$ cat src/hdl/skvt_pkg.sv
// Package for the sorted key/value table: sizes, request and status codes,
// and the beat and memory port types. Depends on nothing.
package skvt_pkg;

    // Table depth and the widths derived from it.
    localparam int DEPTH  = 128;
    localparam int ADDR_W = (DEPTH > 1) ? $clog2(DEPTH) : 1;
    localparam int CNT_W  = $clog2(DEPTH + 1);
    localparam int CMP_W  = (CNT_W > 8) ? CNT_W : 8;

    // Configuration register indexes.
    localparam int          CFG_IDX_W       = 4;
    localparam logic [3:0]  CFG_CAPACITY    = 4'd0;
    localparam logic [3:0]  CFG_DEFAULT_VAL = 4'd1;
    localparam logic [7:0]  CAPACITY_RESET  = 8'd128;

    // Request kinds.
    localparam logic [1:0] REQ_LOOKUP = 2'd0;
    localparam logic [1:0] REQ_SET    = 2'd1;
    localparam logic [1:0] REQ_DELETE = 2'd2;
    localparam logic [1:0] REQ_CLEAR  = 2'd3;

    // Result status codes.
    localparam logic [1:0] ST_OK     = 2'd0;
    localparam logic [1:0] ST_FULL   = 2'd1;
    localparam logic [1:0] ST_ABSENT = 2'd2;

    typedef struct packed {
        logic [1:0]         req_type;
        logic signed [31:0] key;
        logic signed [31:0] value;
    } t_req;

    typedef struct packed {
        logic signed [31:0] read_value;
        logic               found;
        logic [1:0]         status;
        logic [7:0]         entry_count;
    } t_rsp;

    // One table entry as stored in memory.
    typedef struct packed {
        logic signed [31:0] key;
        logic signed [31:0] value;
    } t_entry;

    localparam int ENTRY_W = $bits(t_entry);

    // Memory port requests issued by the engine.
    typedef struct packed {
        logic              we;
        logic [ADDR_W-1:0] waddr;
        t_entry            wdata;
        logic              re;
        logic [ADDR_W-1:0] raddr;
    } t_mem_req;

endpackage

$ cat src/hdl/skvt_engine.sv
// Request engine: binary search over the entry memory, shift up on insert,
// shift down on delete, entry count. Depends on skvt_pkg.
module skvt_engine
    import skvt_pkg::*;
(
    input  logic               i_clk,
    input  logic               i_rst_n,
    input  logic               i_start,
    input  t_req               i_req,
    input  logic [7:0]         i_capacity,
    input  logic signed [31:0] i_default_value,
    output logic               o_idle,
    output logic               o_res_valid,
    input  logic               i_res_take,
    output t_rsp               o_res,
    output t_mem_req           o_mem,
    input  t_entry             i_rdata
);

    localparam logic [3:0] S_IDLE   = 4'd0;
    localparam logic [3:0] S_SRCH   = 4'd1;
    localparam logic [3:0] S_CMP    = 4'd2;
    localparam logic [3:0] S_DECIDE = 4'd3;
    localparam logic [3:0] S_SHUP   = 4'd4;
    localparam logic [3:0] S_INSW   = 4'd5;
    localparam logic [3:0] S_SHDN   = 4'd6;
    localparam logic [3:0] S_DONE   = 4'd7;

    logic [3:0]         r_state, n_state;
    t_req               r_req, n_req;
    logic [CNT_W-1:0]   r_lo, n_lo;
    logic [CNT_W-1:0]   r_hi, n_hi;
    logic [CNT_W-1:0]   r_mid, n_mid;
    logic               r_hit, n_hit;
    logic signed [31:0] r_hitval, n_hitval;
    logic [CNT_W-1:0]   r_idx, n_idx;
    logic               r_pend, n_pend;
    logic [ADDR_W-1:0]  r_pdst, n_pdst;
    logic [CNT_W-1:0]   r_used, n_used;
    logic signed [31:0] r_rd, n_rd;
    logic               r_found, n_found;
    logic [1:0]         r_status, n_status;

    logic [CNT_W-1:0] mid;
    logic [CMP_W-1:0] limit;
    logic [CMP_W-1:0] used_ext;
    logic             full;

    // Midpoint of the current search window and the effective entry limit.
    assign mid      = r_lo + ((r_hi - r_lo) >> 1);
    assign used_ext = CMP_W'(r_used);
    assign limit    = (CMP_W'(i_capacity) > CMP_W'(DEPTH)) ? CMP_W'(DEPTH)
                                                           : CMP_W'(i_capacity);
    assign full     = (used_ext >= limit);

    assign o_idle      = (r_state == S_IDLE);
    assign o_res_valid = (r_state == S_DONE);

    // Result fields; the count is the table size after the request.
    always_comb begin
        o_res.read_value  = r_rd;
        o_res.found       = r_found;
        o_res.status      = r_status;
        o_res.entry_count = 8'(r_used);
    end

    // Control and memory sequencing.
    always_comb begin
        n_state  = r_state;
        n_req    = r_req;
        n_lo     = r_lo;
        n_hi     = r_hi;
        n_mid    = r_mid;
        n_hit    = r_hit;
        n_hitval = r_hitval;
        n_idx    = r_idx;
        n_pend   = r_pend;
        n_pdst   = r_pdst;
        n_used   = r_used;
        n_rd     = r_rd;
        n_found  = r_found;
        n_status = r_status;

        o_mem.we    = 1'b0;
        o_mem.waddr = r_pdst;
        o_mem.wdata = i_rdata;
        o_mem.re    = 1'b0;
        o_mem.raddr = mid[ADDR_W-1:0];

        case (r_state)
            S_IDLE: begin
                if (i_start) begin
                    n_req    = i_req;
                    n_rd     = '0;
                    n_found  = 1'b0;
                    n_status = ST_OK;
                    n_hit    = 1'b0;
                    n_lo     = '0;
                    n_hi     = r_used;
                    if (i_req.req_type == REQ_CLEAR) begin
                        n_used  = '0;
                        n_state = S_DONE;
                    end else begin
                        n_state = S_SRCH;
                    end
                end
            end

            // Issue the read of the midpoint, or end the search on an empty window.
            S_SRCH: begin
                if (r_lo < r_hi) begin
                    o_mem.re = 1'b1;
                    n_mid    = mid;
                    n_state  = S_CMP;
                end else begin
                    n_state = S_DECIDE;
                end
            end

            // Narrow the window by the key read back from memory.
            S_CMP: begin
                if (i_rdata.key == r_req.key) begin
                    n_hit    = 1'b1;
                    n_hitval = i_rdata.value;
                    n_lo     = r_mid;
                    n_state  = S_DECIDE;
                end else if (i_rdata.key < r_req.key) begin
                    n_lo    = r_mid + 1'b1;
                    n_state = S_SRCH;
                end else begin
                    n_hi    = r_mid;
                    n_state = S_SRCH;
                end
            end

            // The position is in r_lo: the match or the insertion point.
            S_DECIDE: begin
                n_found = r_hit;
                n_pend  = 1'b0;
                n_state = S_DONE;
                case (r_req.req_type)
                    REQ_LOOKUP: begin
                        n_rd = r_hit ? r_hitval : i_default_value;
                    end
                    REQ_SET: begin
                        if (r_hit) begin
                            o_mem.we    = 1'b1;
                            o_mem.waddr = r_lo[ADDR_W-1:0];
                            o_mem.wdata = '{key: r_req.key, value: r_req.value};
                        end else if (full) begin
                            n_status = ST_FULL;
                        end else begin
                            n_idx   = r_used;
                            n_state = S_SHUP;
                        end
                    end
                    REQ_DELETE: begin
                        if (r_hit) begin
                            n_idx   = r_lo + 1'b1;
                            n_state = S_SHDN;
                        end else begin
                            n_status = ST_ABSENT;
                        end
                    end
                    default: begin
                        n_state = S_DONE;
                    end
                endcase
            end

            // Move entries up one place, top first; the read of one entry
            // overlaps the write of the one above it.
            S_SHUP: begin
                o_mem.we = r_pend;
                if (r_idx > r_lo) begin
                    o_mem.re    = 1'b1;
                    o_mem.raddr = ADDR_W'(r_idx - 1'b1);
                    n_pend      = 1'b1;
                    n_pdst      = r_idx[ADDR_W-1:0];
                    n_idx       = r_idx - 1'b1;
                end else begin
                    n_pend  = 1'b0;
                    n_state = S_INSW;
                end
            end

            // Write the new entry into the opened slot.
            S_INSW: begin
                o_mem.we    = 1'b1;
                o_mem.waddr = r_lo[ADDR_W-1:0];
                o_mem.wdata = '{key: r_req.key, value: r_req.value};
                n_used      = r_used + 1'b1;
                n_state     = S_DONE;
            end

            // Move the entries above the deleted one down one place.
            S_SHDN: begin
                o_mem.we = r_pend;
                if (r_idx < r_used) begin
                    o_mem.re    = 1'b1;
                    o_mem.raddr = r_idx[ADDR_W-1:0];
                    n_pend      = 1'b1;
                    n_pdst      = ADDR_W'(r_idx - 1'b1);
                    n_idx       = r_idx + 1'b1;
                end else begin
                    n_pend  = 1'b0;
                    n_used  = r_used - 1'b1;
                    n_state = S_DONE;
                end
            end

            // Hold the result until the output register takes it.
            S_DONE: begin
                if (i_res_take) begin
                    n_state = S_IDLE;
                end
            end

            default: begin
                n_state = S_IDLE;
            end
        endcase
    end

    // Control state.
    always_ff @(posedge i_clk) begin
        if (!i_rst_n) begin
            r_state <= S_IDLE;
            r_used  <= '0;
            r_pend  <= 1'b0;
            r_lo    <= '0;
            r_hi    <= '0;
        end else begin
            r_state <= n_state;
            r_used  <= n_used;
            r_pend  <= n_pend;
            r_lo    <= n_lo;
            r_hi    <= n_hi;
        end
    end

    // Working registers of the current request.
    always_ff @(posedge i_clk) begin
        r_req    <= n_req;
        r_mid    <= n_mid;
        r_hit    <= n_hit;
        r_hitval <= n_hitval;
        r_idx    <= n_idx;
        r_pdst   <= n_pdst;
        r_rd     <= n_rd;
        r_found  <= n_found;
        r_status <= n_status;
    end

`ifndef SYNTH
    // The entry count never passes the depth of the memory.
    a_used_bound: assert property (@(posedge i_clk) disable iff (!i_rst_n)
        r_used <= CNT_W'(DEPTH))
        else $error("entry count above depth");

    // A shift never writes the entry it reads in the same cycle.
    a_no_collision: assert property (@(posedge i_clk) disable iff (!i_rst_n)
        (o_mem.we && o_mem.re) |-> (o_mem.waddr != o_mem.raddr))
        else $error("read and write of one entry in one cycle");

    // The search window stays ordered and inside the used entries.
    a_window: assert property (@(posedge i_clk) disable iff (!i_rst_n)
        (r_state == S_SRCH || r_state == S_CMP) |-> (r_lo <= r_hi && r_hi <= r_used))
        else $error("search window out of order");

    // An insert grows the table by exactly one entry.
    a_insert_count: assert property (@(posedge i_clk) disable iff (!i_rst_n)
        (r_state == S_INSW) |=> (r_used == $past(r_used) + 1'b1))
        else $error("insert did not add one entry");
`endif

endmodule

$ cat config.mk
export PLATFORM = sky130hd
export DESIGN_NAME = skvt_engine
export DESIGN_NICKNAME = d
export VERILOG_FILES = /design/src/hdl/skvt_pkg.sv /design/src/hdl/skvt_engine.sv
export SDC_FILE = /design/constraint.sdc
export NUM_CORES = 1
export LEC_CHECK = 0
export BUFFER_PORTS_ARGS = -buffer_cell sky130_fd_sc_hd__buf_2
export CELL_PAD_IN_SITES_DETAIL_PLACEMENT = 1
export CELL_PAD_IN_SITES_GLOBAL_PLACEMENT = 1
export CORE_AREA = 2 2 158 160
export DETAILED_ROUTE_END_ITERATION = 10
export DIE_AREA = 0 0 160 162
export PLACE_DENSITY = 0.9
export SETUP_SLACK_MARGIN = 0.05
export SLEW_MARGIN = 20
export SYNTH_ARGS = -nofsm -noshare
export SYNTH_HDL_FRONTEND = slang
export SYNTH_SLANG_ARGS = --single-unit
$ cat constraint.sdc
create_clock -name i_clk -period 9.5 [get_ports i_clk]
set_input_delay 2.85 -clock i_clk [delete_from_list [all_inputs] [get_ports i_clk]]
set_output_delay 2.85 -clock i_clk [all_outputs]
set_load 0.01 [all_outputs]
; ---- Word level (Yosys, flattened, before mapping)
; Cells that the tools add are included.
[classes]
muxes = 61
add_sub_neg = 8
n_lt_le_gt_ge = 6
n_eq_ne = 29
reduce_logical = 21
[op_table]
columns = cell, count
row1 = 72-bit 2-to-1 mux, 2
row2 = 71-bit one-hot mux with 2 select lines, 1
row3 = 8-bit 2-to-1 mux, 17
row4 = 32-bit 2-to-1 mux, 3
row5 = 32-bit one-hot mux with 2 select lines, 1
row6 = 8-bit one-hot mux with 2 select lines, 3
row7 = 8-bit one-hot mux with 3 select lines, 2
row8 = 8-bit by 1-bit adder with 8-bit output (second input constant), 4
row9 = 32-bit equality test, 1
row10 = 32-bit < comparator, 1
row11 = 4-bit one-hot mux with 8 select lines, 1
row12 = 7-bit one-hot mux with 2 select lines, 2
row13 = 3-bit != test (second input constant), 6
row14 = 4-bit by 3-bit equality test with 1-bit output (second input constant), 4
row15 = 8-bit < comparator, 2
row16 = 4-bit 2-to-1 mux, 4
row17 = 2-bit != test (second input constant), 8
row18 = 8-bit by 1-bit subtractor with 8-bit output (second input constant), 2
row19 = 2-bit 2-to-1 mux, 7
row20 = 7-bit 2-to-1 mux, 2
row21 = 2-bit one-hot mux with 2 select lines, 3
row22 = 3-bit AND reduction, 4
row23 = 4-bit AND reduction, 3
row24 = 1-bit one-hot mux with 3 select lines, 3
row25 = 22 further kinds, 39
[totals]
out_inout_bits = 125
reg_bits = 186
elab_cells = 141
inputBits = 174

; ---- Logic depth before layout (Yosys ltp)
[logic_depth]
word_depth = 7
mapped_depth = 15
depth_no_buf = 15

; ---- Worst setup path before layout
; Ideal clock, no wire load.
[synth_timing]
path_kind = input to output
start = input i_rdata[2] (netlist name)
end = output o_mem[10] (netlist name)
path_slack_ps = 3525
t_required_ps = 6650
t_arrival_ps = 3125
cell_stages = 1
n_path_buf = 0
cell_sequence = mux2_2
[synth_via]
elab_chain_cells = 3
[synth_lines]
columns = element, line
row1 = from (decl), skvt_engine.sv:17  ; input t_entry i_rdata
row2 = 72-bit 2-to-1 mux, skvt_engine.sv:146  ; if (r_hit) begin
row3 = 72-bit 2-to-1 mux, skvt_engine.sv:141  ; case (r_req.req_type)
row4 = 71-bit one-hot mux with 2 select lines (*), skvt_engine.sv:90  ; case (r_state)
row5 = to (decl), skvt_engine.sv:16  ; output t_mem_req o_mem,
; Mark *: on every way between the ends. The rest lies on a longest branch, timed or not.

==> reports/results.tsv <==
metric	value	unit
cts_tree	done	
hp-class	reg2reg	
hpwl	27.1	mm
die_w	160	um
post_cts_buffers	0	
pin_count	299	
die_h	162	um
io_buffers	298	
maxSlewViolCount	0	
seq_power_share	35.2	%
grt_pass1_vias	9953	
outcome	finished, final reports clean	
pwr-share-comb	43.4	%
synth_top_cells_by_area	edfxtp_1, ha_1, dfxtp_1	
n_fill_cell	2761	
firstDrtPassIters	5	
ys_seq_area_share	50.3	%
grt_pass1_wl	56.8	mm
max_cap_violations	0	
final_layout_size_suffix_gt1_share	30.8	%
ant_nets	0	
cts.sinks	185	
initial_core_util	43.5	%
vias_per_cell	5.71	
syn_area_per_cell	10.8	um^2
clkPwrFrac	21.4	%
drtIter0Drc	635	
clockBufferDepth	2	
multiInputGateArea	0.00471	mm^2
p_total	3.55	mW
syn_to_final_growth	23.3	%
cts_buffers	17	
ys_types	67	
cts.repair.resized	0	
switching_share	42.0	%
synth_ff_type	edfxtp_1	
grt.overflow.total	0	
critPathRequiredTime	6.65	ns
routedWlPerCell	23.3	um
p_switching	1.49	mW
vias	9115	
syn-instance-count	970	
drc	0	
yosysWarnings	0	
clk_latency	0.46	ns
antenna_found_initial	5	
synth_area_leader_cell	edfxtp_1	
worst-setup-path-type	reg2out	
finalWirelength	37.2	mm
grt_max_degree	110	
crit_path_start_kind	flip-flop	
layout.cells.non_filler	1596	
grt.total_usage	28.6	%
htree_levels	4	
critical_path_arrival	3.83	ns
post-route-util	53.6	%
setup_tns	0	ns
yosysTopAreaCellShare	45.0	%
powerDensity	274	mW/mm^2
ff_latch_area	0.00528	mm^2
clock_skew	0.0231	ns
placementRows	57	
rsz0062_at_grt	false	
critical_path_peak_fanout	7	
p_int	2.06	mW
tightest_slew	1.07	ns
synth_area	0.0105	mm^2
hold_buffers	0	
dieArea	0.0259	mm^2
place.gp.congestion	0.873	
cts.clk_slew.worst_paths	0.08	ns
synth-edff-count	157	
syn_nets	1231	
nets	1515	
core_area	0.0241	mm^2
final-setup-viol-count	0	
hold_viol_final	0	
async_flop_share	0	%
slew_headroom	28.6	%
power_leakage	5.69	nW
dpl.cell_count	1559	
ctsRootBufferMaster	clkbuf_16	
endpoint_kind	primary output	
vdd_drop_max	164	uV
post-route-period-util	70.3	%
ys_seq_elements	185	
max_freq	150	MHz
min_period	6.68	ns
logic make-up after synthesis:
| kind of cell | count (synthesis) | synth area share [%] |
|---|---|---|
| simple gates | 236 | 10.4 |
| compound gates | 216 | 13.0 |
| flops | 185 | 50.3 |
| buf+inv | 134 | 5.07 |
| fa+ha+maj | 87 | 10.6 |
| mux | 70 | 7.07 |
| xor+xnor | 42 | 3.51 |
metal layers:
layer  track usage (%)  vias to the layer above  wire [um]
li1                  -                     4099          -
met1              32.0                     4497      14000
met2              52.5                      407      19500
met3              5.41                      112       1970
met4              13.8                        0       1640
met5                 0                        -          0
synthesized netlist by cell type (7+ instances only):
| cell | instances |
|---|---|
| nand3_1 | 18 |
| inv_1 | 93 |
| mux2i_1 | 37 |
| xor2_1 | 12 |
| dfxtp_1 | 28 |
| edfxtp_1 | 157 |
| a221oi_1 | 9 |
| mux2_2 | 33 |
| clkbuf_1 | 28 |
| o21ai_0 | 82 |
| o32ai_1 | 8 |
| nand4_1 | 13 |
| a21o_1 | 14 |
| nand2_1 | 86 |
| ha_1 | 84 |
| o211ai_1 | 8 |
| nor2_1 | 67 |
| a31oi_1 | 7 |
| xnor2_1 | 30 |
| a21oi_1 | 42 |
| nor2b_1 | 8 |
| nor3_1 | 15 |
power by group through the flow:
stage | clock network, mW | logic (mW) | registers (mW)
final | 0.758 | 1.54 | 1.25
after global routing | 0.796 | 1.67 | 1.26
after CTS | 0.763 | 1.53 | 1.24
after detailed placement | 0 | 1.49 | 1.26
after global placement | 0 | 1.41 | 1.24
after floorplan | 0 | 0.953 | 1.23
layout make-up:
cell class              instances  share of cell area, %
diodes                          5                 0.0968
flip-flops and latches        185                   40.8
clock buffers                  17                   3.29
clock inverters                15                   1.61
repair buffers                305                   11.9
multi-input cells             651                   36.4
well taps                     324                   3.13
inverters                      94                   2.73
through the flow:
step                hold slack [ns]  instance area (um^2)  setup slack, ns
finish                        0.479                 12900             2.82
global route                  0.507                 12900             2.71
CTS                           0.479                 12900             2.86
detailed placement            0.465                 12300             3.25
global placement              0.457                 12300             3.28
floorplan                     0.443                 10500             3.52
state kept, by name (all words and copies together) (netlist names):
name,flops
r_state,3
r_hit,1
r_used,8
r_found,1
r_status,2
r_hitval,32
r_rd,32
r_pdst,7
r_idx,8
r_req,66
r_pend,1
r_lo,8
r_hi,8
r_mid,8
placed cells by master, fill, tap and decap left out, drive strengths merged, types with 3 or more instances in the layout:
master,netlist,layout
a211oi,4,4
a21o,14,14
a21oi,43,43
a221oi,9,9
a22oi,5,5
a31oi,8,8
buf,12,305
clkbuf,28,17
clkinv,1,9
dfxtp,28,28
diode,0,5
edfxtp,157,157
fa,3,3
ha,84,84
inv,93,99
mux2,33,33
mux2i,37,37
nand2,87,87
nand2b,6,6
nand3,18,18
nand4,13,13
nor2,67,67
nor2b,8,8
nor3,17,17
nor4,4,4
o211ai,9,9
o21a,3,3
o21ai,84,84
o21bai,6,6
o32ai,8,8
or3,5,5
xnor2,30,30
xor2,12,12
worst max-delay path, stage by stage, from the launching register on:
cell and delay [ns]:
dfxtp_1 0.52, ha_1 0.21, inv_1 0.06, fa_1 0.40, xor2_1 0.22, inv_1 0.09, fa_1 0.45, inv_1 0.08
a21oi_1 0.07, o21bai_1 0.26, a21o_1 0.17, a21o_1 0.13, xor2_1 0.33, a22o_1 0.23, buf_2 0.15
path summary, 6_finish.rpt:
| kind | startpoint | cells past startpoint | to | slack (ns) |
|---|---|---|---|---|
| hold reg to reg | r_hi[7] | 2 | r_hi[7] | 0.48 |
| setup / recovery | r_lo[0] | 14 | o_mem[6] | 2.82 |
| hold / removal | r_hi[7] | 2 | r_hi[7] | 0.48 |
| setup reg to reg | r_state[2] | 11 | r_used[7] | 5.48 |
Note: power is estimated with default switching activity, not from simulation.
